### src/design/kwcc_pkg.sv
package kwcc_pkg;

  // Default sizes handed to the top level parameters.
  localparam int SAMPLES_DEF   = 1024;
  localparam int EXP_DEPTH_DEF = 1024;
  localparam int MAX_LAGS_DEF  = 31;

  // Operation codes of an input beat.
  localparam logic [1:0] OP_LOAD_ONE = 2'd0;
  localparam logic [1:0] OP_LOAD_TWO = 2'd1;
  localparam logic [1:0] OP_COMPUTE  = 2'd2;

  // Result status codes.
  localparam logic [1:0] ST_OK   = 2'd0;
  localparam logic [1:0] ST_FEW  = 2'd1;
  localparam logic [1:0] ST_ZERO = 2'd2;
  localparam logic [1:0] ST_OVF  = 2'd3;

  // Register file: index is the word address bit.
  localparam int         CFG_AW        = 3;
  localparam logic       REG_LAG_STEP  = 1'b0;
  localparam logic       REG_LAG_COUNT = 1'b1;
  localparam logic [31:0] LAG_STEP_RST  = 32'h0001_0000;
  localparam logic [4:0]  LAG_COUNT_RST = 5'd4;

  // Saturation bounds of the correlation field.
  localparam logic signed [31:0] CORR_MAX = 32'sh7FFF_FFFF;
  localparam logic signed [31:0] CORR_MIN = 32'sh8000_0000;

  // Shared divider: numerator shift register width and step counter width.
  localparam int DIV_SHW = 64;
  localparam int DIV_STW = 7;

  typedef struct packed {
    logic [1:0]         operation;
    logic [47:0]        sample_time;
    logic signed [23:0] sample_value;
  } in_beat_t;

  typedef struct packed {
    logic signed [5:0]  lag_index;
    logic signed [31:0] correlation;
    logic [1:0]         status;
    logic               last_result;
  } out_beat_t;

  // Commands from the controller to the datapath.
  typedef struct packed {
    logic load;
    logic base;
    logic sp_start1;
    logic sp_start2;
    logic sp_take1;
    logic sp_take2;
    logic prep;
    logic prep2;
    logic lag;
    logic pair_d;
    logic pair_win;
    logic div_idx;
    logic idx_take;
    logic term;
    logic acc;
    logic next;
    logic fin;
    logic fin_chk;
    logic fin_take;
    logic emit;
  } kwcc_cmd_t;

  // Status from the datapath to the controller.
  typedef struct packed {
    logic div_busy;
    logic base_ok;
    logic skip;
    logic in_win;
    logic last_pair;
    logic wsum_zero;
    logic sat;
    logic last_lag;
  } kwcc_stat_t;

  // Restoring division used only while building the constant table.
  function automatic longint unsigned const_div(longint unsigned n, longint unsigned d);
    longint unsigned q;
    longint unsigned r;
    q = 0;
    r = 0;
    for (int b = 63; b >= 0; b--) begin
      r = (r << 1) | ((n >> b) & 64'd1);
      if (r >= d) begin
        r = r - d;
        q = q | (64'd1 << b);
      end
    end
    return q;
  endfunction

  // exp(-f) for f in Q.24, result in Q.30, from a 24 term series.
  function automatic longint unsigned exp_neg_frac(longint unsigned f);
    longint          sum;
    longint unsigned t;
    sum = longint'(64'd1 << 30);
    t   = 64'd1 << 30;
    for (int i = 1; i <= 24; i++) begin
      t = const_div((t * f) >> 24, longint'(i));
      if (i % 2 == 1) begin
        sum = sum - longint'(t);
      end else begin
        sum = sum + longint'(t);
      end
    end
    return longint'(sum);
  endfunction

  // One Gaussian table entry: round(2^15 * exp(-x*x/2)) at the bin center.
  function automatic logic [15:0] gauss_entry(int unsigned e, int unsigned depth);
    longint unsigned e1;
    longint unsigned den;
    longint unsigned o;
    longint unsigned u;
    longint unsigned n;
    longint unsigned v;
    e1  = exp_neg_frac(64'd1 << 24);
    den = 64'd8 * depth * depth;
    o   = 64'd2 * e + 64'd1;
    u   = const_div((64'd25 * o * o) << 24, den);
    n   = u >> 24;
    v   = exp_neg_frac(u & 64'hFF_FFFF);
    for (int x = 0; x < 16; x++) begin
      if (longint'(x) < longint'(n)) begin
        v = (v * e1) >> 30;
      end
    end
    return 16'((v + 64'd16384) >> 15);
  endfunction

endpackage

### src/design/kwcc_ctrl.sv
module kwcc_ctrl (
  input  logic                 clk,
  input  logic                 rst_n,
  input  logic                 start,
  input  logic [1:0]           op,
  input  kwcc_pkg::kwcc_stat_t stat,
  output kwcc_pkg::kwcc_cmd_t  cmd,
  output logic                 busy
);

  localparam logic [4:0] S_IDLE  = 5'd0;
  localparam logic [4:0] S_BASE  = 5'd1;
  localparam logic [4:0] S_SPD1  = 5'd2;
  localparam logic [4:0] S_SPW1  = 5'd3;
  localparam logic [4:0] S_SPD2  = 5'd4;
  localparam logic [4:0] S_SPW2  = 5'd5;
  localparam logic [4:0] S_PREP  = 5'd6;
  localparam logic [4:0] S_PREP2 = 5'd7;
  localparam logic [4:0] S_LAG   = 5'd8;
  localparam logic [4:0] S_PA    = 5'd9;
  localparam logic [4:0] S_PB    = 5'd10;
  localparam logic [4:0] S_PC    = 5'd11;
  localparam logic [4:0] S_PD    = 5'd12;
  localparam logic [4:0] S_PW    = 5'd13;
  localparam logic [4:0] S_PR    = 5'd14;
  localparam logic [4:0] S_PT    = 5'd15;
  localparam logic [4:0] S_PACC  = 5'd16;
  localparam logic [4:0] S_NEXT  = 5'd17;
  localparam logic [4:0] S_FIN   = 5'd18;
  localparam logic [4:0] S_FIN2  = 5'd19;
  localparam logic [4:0] S_FW    = 5'd20;
  localparam logic [4:0] S_EMIT  = 5'd21;

  logic [4:0] state_r, state_nxt;

  // Sequencing of loads, setup, the pair walk per lag and the results.
  always_comb begin
    state_nxt = state_r;
    cmd       = '0;
    case (state_r)
      S_IDLE: begin
        if (start) begin
          cmd.load = (op == kwcc_pkg::OP_LOAD_ONE) || (op == kwcc_pkg::OP_LOAD_TWO);
          if (op == kwcc_pkg::OP_COMPUTE) begin
            state_nxt = S_BASE;
          end
        end
      end
      S_BASE: begin
        cmd.base  = 1'b1;
        state_nxt = stat.base_ok ? S_SPD1 : S_LAG;
      end
      S_SPD1: begin
        cmd.sp_start1 = 1'b1;
        state_nxt     = S_SPW1;
      end
      S_SPW1: begin
        if (!stat.div_busy) begin
          cmd.sp_take1 = 1'b1;
          state_nxt    = S_SPD2;
        end
      end
      S_SPD2: begin
        cmd.sp_start2 = 1'b1;
        state_nxt     = S_SPW2;
      end
      S_SPW2: begin
        if (!stat.div_busy) begin
          cmd.sp_take2 = 1'b1;
          state_nxt    = S_PREP;
        end
      end
      S_PREP: begin
        cmd.prep  = 1'b1;
        state_nxt = S_PREP2;
      end
      S_PREP2: begin
        cmd.prep2 = 1'b1;
        state_nxt = S_LAG;
      end
      S_LAG: begin
        cmd.lag   = 1'b1;
        state_nxt = stat.skip ? S_EMIT : S_PA;
      end
      S_PA: begin
        state_nxt = S_PB;
      end
      S_PB: begin
        cmd.pair_d = 1'b1;
        state_nxt  = S_PC;
      end
      S_PC: begin
        cmd.pair_win = 1'b1;
        state_nxt    = stat.in_win ? S_PD : S_NEXT;
      end
      S_PD: begin
        cmd.div_idx = 1'b1;
        state_nxt   = S_PW;
      end
      S_PW: begin
        if (!stat.div_busy) begin
          cmd.idx_take = 1'b1;
          state_nxt    = S_PR;
        end
      end
      S_PR: begin
        state_nxt = S_PT;
      end
      S_PT: begin
        cmd.term  = 1'b1;
        state_nxt = S_PACC;
      end
      S_PACC: begin
        cmd.acc   = 1'b1;
        state_nxt = S_NEXT;
      end
      S_NEXT: begin
        cmd.next  = 1'b1;
        state_nxt = stat.last_pair ? S_FIN : S_PA;
      end
      S_FIN: begin
        cmd.fin   = 1'b1;
        state_nxt = S_FIN2;
      end
      S_FIN2: begin
        cmd.fin_chk = 1'b1;
        state_nxt   = (stat.wsum_zero || stat.sat) ? S_EMIT : S_FW;
      end
      S_FW: begin
        if (!stat.div_busy) begin
          cmd.fin_take = 1'b1;
          state_nxt    = S_EMIT;
        end
      end
      S_EMIT: begin
        cmd.emit  = 1'b1;
        state_nxt = stat.last_lag ? S_IDLE : S_LAG;
      end
      default: begin
        state_nxt = S_IDLE;
      end
    endcase
  end

  always_ff @(posedge clk) begin
    if (!rst_n) begin
      state_r <= S_IDLE;
    end else begin
      state_r <= state_nxt;
    end
  end

  assign busy = state_r != S_IDLE;

endmodule

### config.mk
export PLATFORM = sky130hd
export DESIGN_NAME = kwcc_ctrl
export DESIGN_NICKNAME = d
export VERILOG_FILES = /design/src/design/kwcc_pkg.sv /design/src/design/kwcc_ctrl.sv
export SDC_FILE = /design/constraint.sdc
export NUM_CORES = 1
export LEC_CHECK = 0
export BUFFER_PORTS_ARGS = -buffer_cell sky130_fd_sc_hd__buf_2
export CORE_MARGIN = 2
export CORE_UTILIZATION = 45
export CTS_CLUSTER_DIAMETER = 200
export CTS_CLUSTER_SIZE = 25
export DETAILED_ROUTE_END_ITERATION = 16
export HOLD_SLACK_MARGIN = 0.05
export PLACE_DENSITY = 0.78
export SLEW_MARGIN = 20
export SYNTH_ARGS = -nofsm -noshare
export SYNTH_HDL_FRONTEND = slang
export SYNTH_SLANG_ARGS = --single-unit
### constraint.sdc
create_clock -name clk -period 1.8 [get_ports clk]
set_clock_uncertainty 0.1 [all_clocks]
set_input_delay 0.09 -clock clk [delete_from_list [all_inputs] [get_ports clk]]
set_output_delay 0.09 -clock clk [all_outputs]
set_load 0.01 [all_outputs]
==> results.cfg, run 1 <==
[final_layout]
largest_registers = state_r x5
drive_above_1_share_pct = 39.9
seq_area_sq_um = 108
largest_reg_flops = 5
multi_input_area_sq_um = 579
num-nets-final = 162
nFillCells = 140
post-route-util_pct = 64.3
syn2layout_area_growth_pct = 29.4
n_antenna_cell = 0
regMostFlops = state_r

[yosys]
ys_ff_latch = 5
ys_types = 42
synth_fa_ha_area_share_pct = 0
synthXorXnorAreaFrac_pct = 0
muxShareOfSynthArea_pct = 0
syn_nets = 124
synth_top_family_by_area = simple AND/OR/NAND/NOR gates
synth_area_sq_um = 774
async_flop_share_pct = 0
ys_seq_area_share_pct = 12.9
yosysWarnings = 0
yosys.area_share.simple_pct = 43.3
synth_edf_count = 0
synth_compound_area_share_pct = 30.9
ys.flop_type = dfxtp_1
synth_area_per_cell_sq_um = 6.98
netlist_instances = 111

[sta]
max_freq_mhz = 593
rsz0062_at_grt = false
slew_viol_final = 0
whs_ns = 0.158
fin_setup_tns_ns = 0
worst_slack_ns = 0.114
worstMarginPinSlew_ns = 0.422
setup-violations-final = 0
fin_crit_sh_pct = 93.7
period_minus_slack_ns = 1.69
hold_viol = 0
relSlewSlack_pct = 71.2

[floorplanning]
io_pins = 34
dieArea_sq_mm = 0.00207
num_rows = 14
core_area_sq_mm = 0.00156
die_height_microns = 45.5
initial_core_util_pct = 49.7
fp.dieW_microns = 45.5

[placement]
pre_cts_ws_ns = 0.0461
routabilityCongestion = 0.885
place_hpwl_microns = 1790
portBuffers = 33

[power]
p_total_uw = 533
leakage_uw = 0.000456
p_per_area_mw_per_mm2 = 532
ir_drop_mv = 0.392

[hold_path]
min_path_type = primary input to flip-flop
min_from = stat[7]

[detailed_routing]
drtPass1Iterations = 4
drc = 0
vias_per_cell = 5.93
drtIter0Drc = 31
post_drt_wl_per_cell_microns = 14.1
ant_nets = 0
vias = 972
wl_microns = 2320

[setup_path]
slowest_stage = dfxtp_1
cp-end-kind = output pin
startpoint = state_r[0]$_SDFFE_PN0P_
rr_startpoint = state_r[1]$_SDFFE_PN0P_
worstPathCellList = buf_4, or2_2, nor3_1, buf_2
crit_required_ns = 1.61
reg2reg_slack_ns = 0.16
worstSetupPathType = flip-flop to output pin
worstPathMaxFanout = 8
arrival_ns = 1.50
cp_num_buf_inv = 2
cp-start-kind = flip-flop
critical_path.top_delay_family = simple AND/OR/NAND/NOR gates
cpPeakStageDelay_ns = 0.34

[global_route]
gr-total-overflow = 0
grt_max_degree = 17
grt_pass1_wl_microns = 3470
antenna_found_initial = 0
grt_pass1_vias = 758
grt_usage_pct = 23.1

[clock_network]
cts_tree = yes
clk_pin_slew_ns = 0.05
clockRootBuffer = clkbuf_4
numCtsBuffers = 3
cts_sinks = 5
h-tree-depth = 1
clk_latency_ns = 0.25
clockBufferDepth = 2

[outcome]
status = completed

[job]
max_cap_viol_count = 0
## per-stage QoR
| step | instance area, sq um | instances |
|---|---|---|
| 3_5_place_dp | 953 | 159 |
| 4_1_cts | 992 | 164 |
| 2_1_floorplan | 774 | 111 |
| 6_report | 1000 | 164 |
| 3_3_place_gp | 953 | 159 |
| 5_1_grt | 1000 | 164 |
## layout make-up
class | count | area share (%)
Multi-Input combinational cell | 90 | 57.8
Sequential cell | 5 | 10.7
Inverter | 5 | 1.87
Clock buffer | 4 | 2.62
Tap cell | 16 | 2.00
Timing Repair Buffer | 44 | 25.0
## worst min-delay path, stage by stage
cell and delay, ns:
buf_2 0.15, inv_1 0.06, o32a_1 0.14, nor2_1 0.03
## worst paths after layout
check | endpoint | cells past startpoint
min reg2reg | state_r[2]$_SDFFE_PN0P_ | 2
min | state_r[1]$_SDFFE_PN0P_ | 4
max reg2reg | state_r[2]$_SDFFE_PN0P_ | 6
max | cmd[5] | 4
## layer usage
metal	vias to the layer above	part of all wire [%]	global-route usage, %
met3	6	7.7	2.38
met1	436	44	31.7
met2	50	47	35.5
met4	0	1.5	11.2
met5	-	0	0
li1	480	-	-
## cell usage after synthesis (all sizes together) (2+ instances only)
master | n | area, sq um
inv | 5 | 18.8
buf | 9 | 72.6
nor4 | 2 | 12.5
o32a | 3 | 30.0
dfxtp | 5 | 100
or2 | 3 | 18.8
clkbuf | 2 | 8.75
a221oi | 2 | 17.5
nor2 | 17 | 63.8
o21bai | 3 | 22.5
nand2 | 11 | 41.3
a21oi | 6 | 33.8
o32ai | 3 | 26.3
nor2b | 4 | 25.0
nor3 | 8 | 40.0
nand2b | 4 | 47.6
nand3b | 4 | 30.0
o21a | 2 | 15.0
## cell usage in the layout (no fill, tap or decap), types with 2 or more instances in the layout
cell and instances:
o32ai_1 3, o21a_1 2, or2_2 2, nor2_1 17, o32a_1 3, inv_1 5, nand3b_1 4, nand2b_4 3
buf_4 10, nor2b_1 4, nor4_1 2, o21bai_1 3, clkbuf_4 3, a21oi_1 5, a221oi_1 2, dfxtp_2 3
nor3_1 7, nand2_1 11, buf_2 33
## kinds of logic after synthesis
| family | count (synthesis) |
|---|---|
| flops | 5 |
| compound gates | 30 |
| simple gates | 60 |
| buf+inv | 16 |
## where the power goes
part,internal [uW],switching [uW],leakage (uW)
clock,84.2,52.4,0.0000150
sequential,120,21.9,0.0000428
combinational,117,138,0.000399
## what timing repair did
action	in CTS	in global routing
gates resized for setup	2	4
hold buffers	1	0
setup endpoints to repair	4	7
endpoints found under the hold margin	2	0
buffers inserted	0	0
(Power assumes the default switching activity.)
==> run 2: changes to the inputs <==
--- a/config.mk
+++ b/config.mk
@@ -6,13 +6,14 @@
 export NUM_CORES = 1
 export LEC_CHECK = 0
 export BUFFER_PORTS_ARGS = -buffer_cell sky130_fd_sc_hd__buf_2
+export CORE_ASPECT_RATIO = 0.75
 export CORE_MARGIN = 2
-export CORE_UTILIZATION = 45
+export CORE_UTILIZATION = 42
 export CTS_CLUSTER_DIAMETER = 200
 export CTS_CLUSTER_SIZE = 25
 export DETAILED_ROUTE_END_ITERATION = 16
 export HOLD_SLACK_MARGIN = 0.05
-export PLACE_DENSITY = 0.78
+export PLACE_DENSITY = 0.86
 export SLEW_MARGIN = 20
 export SYNTH_ARGS = -nofsm -noshare
 export SYNTH_HDL_FRONTEND = slang
==> constraint.sdc (replaced) <==
create_clock -name clk -period 1.5 [get_ports clk]
set_clock_uncertainty 0.1 [all_clocks]
set_input_delay 0.075 -clock clk [delete_from_list [all_inputs] [get_ports clk]]
set_output_delay 0.075 -clock clk [all_outputs]
set_load 0.01 [all_outputs]
==> results.cfg, run 2 (synthesis gave the netlist of run 1 again) <==
[setup_path]
slowest_stage = a221oi_1
cp-end-kind = flip-flop
startpoint = state_r[2]$_SDFFE_PN0P_
worstPathCellList = nand3b_1, a21boi_0, o22ai_2, a221oi_1, nor2_1
critical_path.top_delay_family = compound AO/OA/AOI/OAI gates
cp-start-kind = flip-flop
arrival_ns = 1.80
rr_startpoint = state_r[2]$_SDFFE_PN0P_
reg2reg_slack_ns = -0.29
worstSetupPathType = flip-flop to flip-flop
cp_num_buf_inv = 0
crit_required_ns = 1.51
cpPeakStageDelay_ns = 0.44
worstPathMaxFanout = 6

[detailed_routing]
vias_per_cell = 6.48
drtPass1Iterations = 5
wl_microns = 4430
post_drt_wl_per_cell_microns = 22.0
drtIter0Drc = 91
drc = 0
vias = 1303
ant_nets = 0

[clock_network]
numCtsBuffers = 3
cts_sinks = 5
clk_pin_slew_ns = 0.07
cts_tree = yes
h-tree-depth = 1
clockRootBuffer = clkbuf_4
clockBufferDepth = 2
clk_latency_ns = 0.26

[hold_path]
min_path_type = primary input to flip-flop
min_from = stat[7]

[global_route]
grt_max_degree = 11
antenna_found_initial = 0
grt_pass1_vias = 1114
grt_usage_pct = 34.8
grt_pass1_wl_microns = 5300
gr-total-overflow = 0

[power]
p_per_area_mw_per_mm2 = 611
ir_drop_mv = 0.645
seqPwrFrac_pct = 18.8
combPwrFrac_pct = 61.3
p_int_uw = 526
leakage_uw = 0.000659
pwr-share-clk_pct = 19.9
p_sw_share_pct = 42.0
switchingPower_uw = 382

[floorplanning]
core_area_sq_mm = 0.00174
io_pins = 34
initial_core_util_pct = 44.5
die_height_microns = 41.2
fp.dieW_microns = 53.6
dieArea_sq_mm = 0.00221
num_rows = 13

[final_layout]
n_antenna_cell = 0
syn2layout_area_growth_pct = 91.9
largest_reg_flops = 5
largest_registers = state_r x5
drive_above_1_share_pct = 65.9
num-nets-final = 193
post-route-util_pct = 85.4
layout_common_cells = 33 x buf_2, 28 x buf_4, 10 x nor2_1
final_common_cell = buf_2
regMostFlops = state_r
stdcell_count = 201
nFillCells = 77

[sta]
max_freq_mhz = 557
setup-violations-final = 25
rsz0062_at_grt = true
slew_viol_final = 0
relSlewSlack_pct = 66.7
fin_crit_sh_pct = 120
period_minus_slack_ns = 1.79
hold_viol = 0
worst_slack_ns = -0.295
whs_ns = 0.232
worstMarginPinSlew_ns = 0.500

[placement]
dp_cells = 178
place_hpwl_microns = 1970
routabilityCongestion = 0.929
portBuffers = 33

[outcome]
violations = setup timing
status = finished with violations

[job]
max_cap_viol_count = 0
-- run 2: final cells by class --
class / count / area (sq um) / share of cell area (%)
repair buffers: 75 / 562 / 37.8
flip-flops and latches: 5 / 119 / 8.00
inverters: 5 / 22.5 / 1.52
well taps: 22 / 27.5 / 1.85
multi-input cells: 90 / 729 / 49.1
clock buffers: 4 / 26.3 / 1.77
-- run 2: worst reg2reg max path: stages (launching register included) --
cell      delay, ns
dfxtp_4        0.40
nand3b_1       0.19
a21boi_0       0.28
o22ai_2        0.13
a221oi_1       0.44
nor2_1         0.11
-- run 2: power groups by stage --
stage               clock (uW)  sequential (uW)  combinational, uW
global placement             0              174                334
CTS                        156              164                427
global route               192              170                579
floorplan                    0              151                237
finish                     181              170                557
detailed placement           0              174                340
-- run 2: stage by stage --
step / total power (uW) / setup slack [ns] / cell area [sq um] / TNS (ns)
floorplan: 388 / 0.0106 / 774 / 0
global placement: 509 / -0.208 / 1070 / -1.06
detailed placement: 514 / -0.200 / 1070 / -1.33
CTS: 747 / -0.0626 / 1330 / -0.399
global route: 941 / -0.355 / 1490 / -4.29
finish: 908 / -0.295 / 1490 / -3.68
-- run 2: routing by layer --
| layer | GRT usage [%] | routed length [microns] | vias up |
|---|---|---|---|
| li1 | - | - | 548 |
| met1 | 40.0 | 1630 | 589 |
| met2 | 61.7 | 1980 | 134 |
| met3 | 8.03 | 516 | 32 |
| met4 | 18.6 | 307 | 0 |
| met5 | 0 | 0 | - |
-- run 2: worst paths after layout --
| check | end | cells past startpoint |
|---|---|---|
| min | state_r[1]$_SDFFE_PN0P_ | 4 |
| min reg2reg | state_r[2]$_SDFFE_PN0P_ | 3 |
| max reg2reg | state_r[4]$_SDFFE_PN0P_ | 5 |
| max | state_r[4]$_SDFFE_PN0P_ | 5 |
-- run 2: repair_timing --
action,in CTS,in global routing
endpoints found under the hold margin,2,0
resized for setup,37,26
endpoints found under the setup margin,26,26
hold buffers,1,0
cloned,0,1
pin swaps,15,4
buffers inserted,14,4
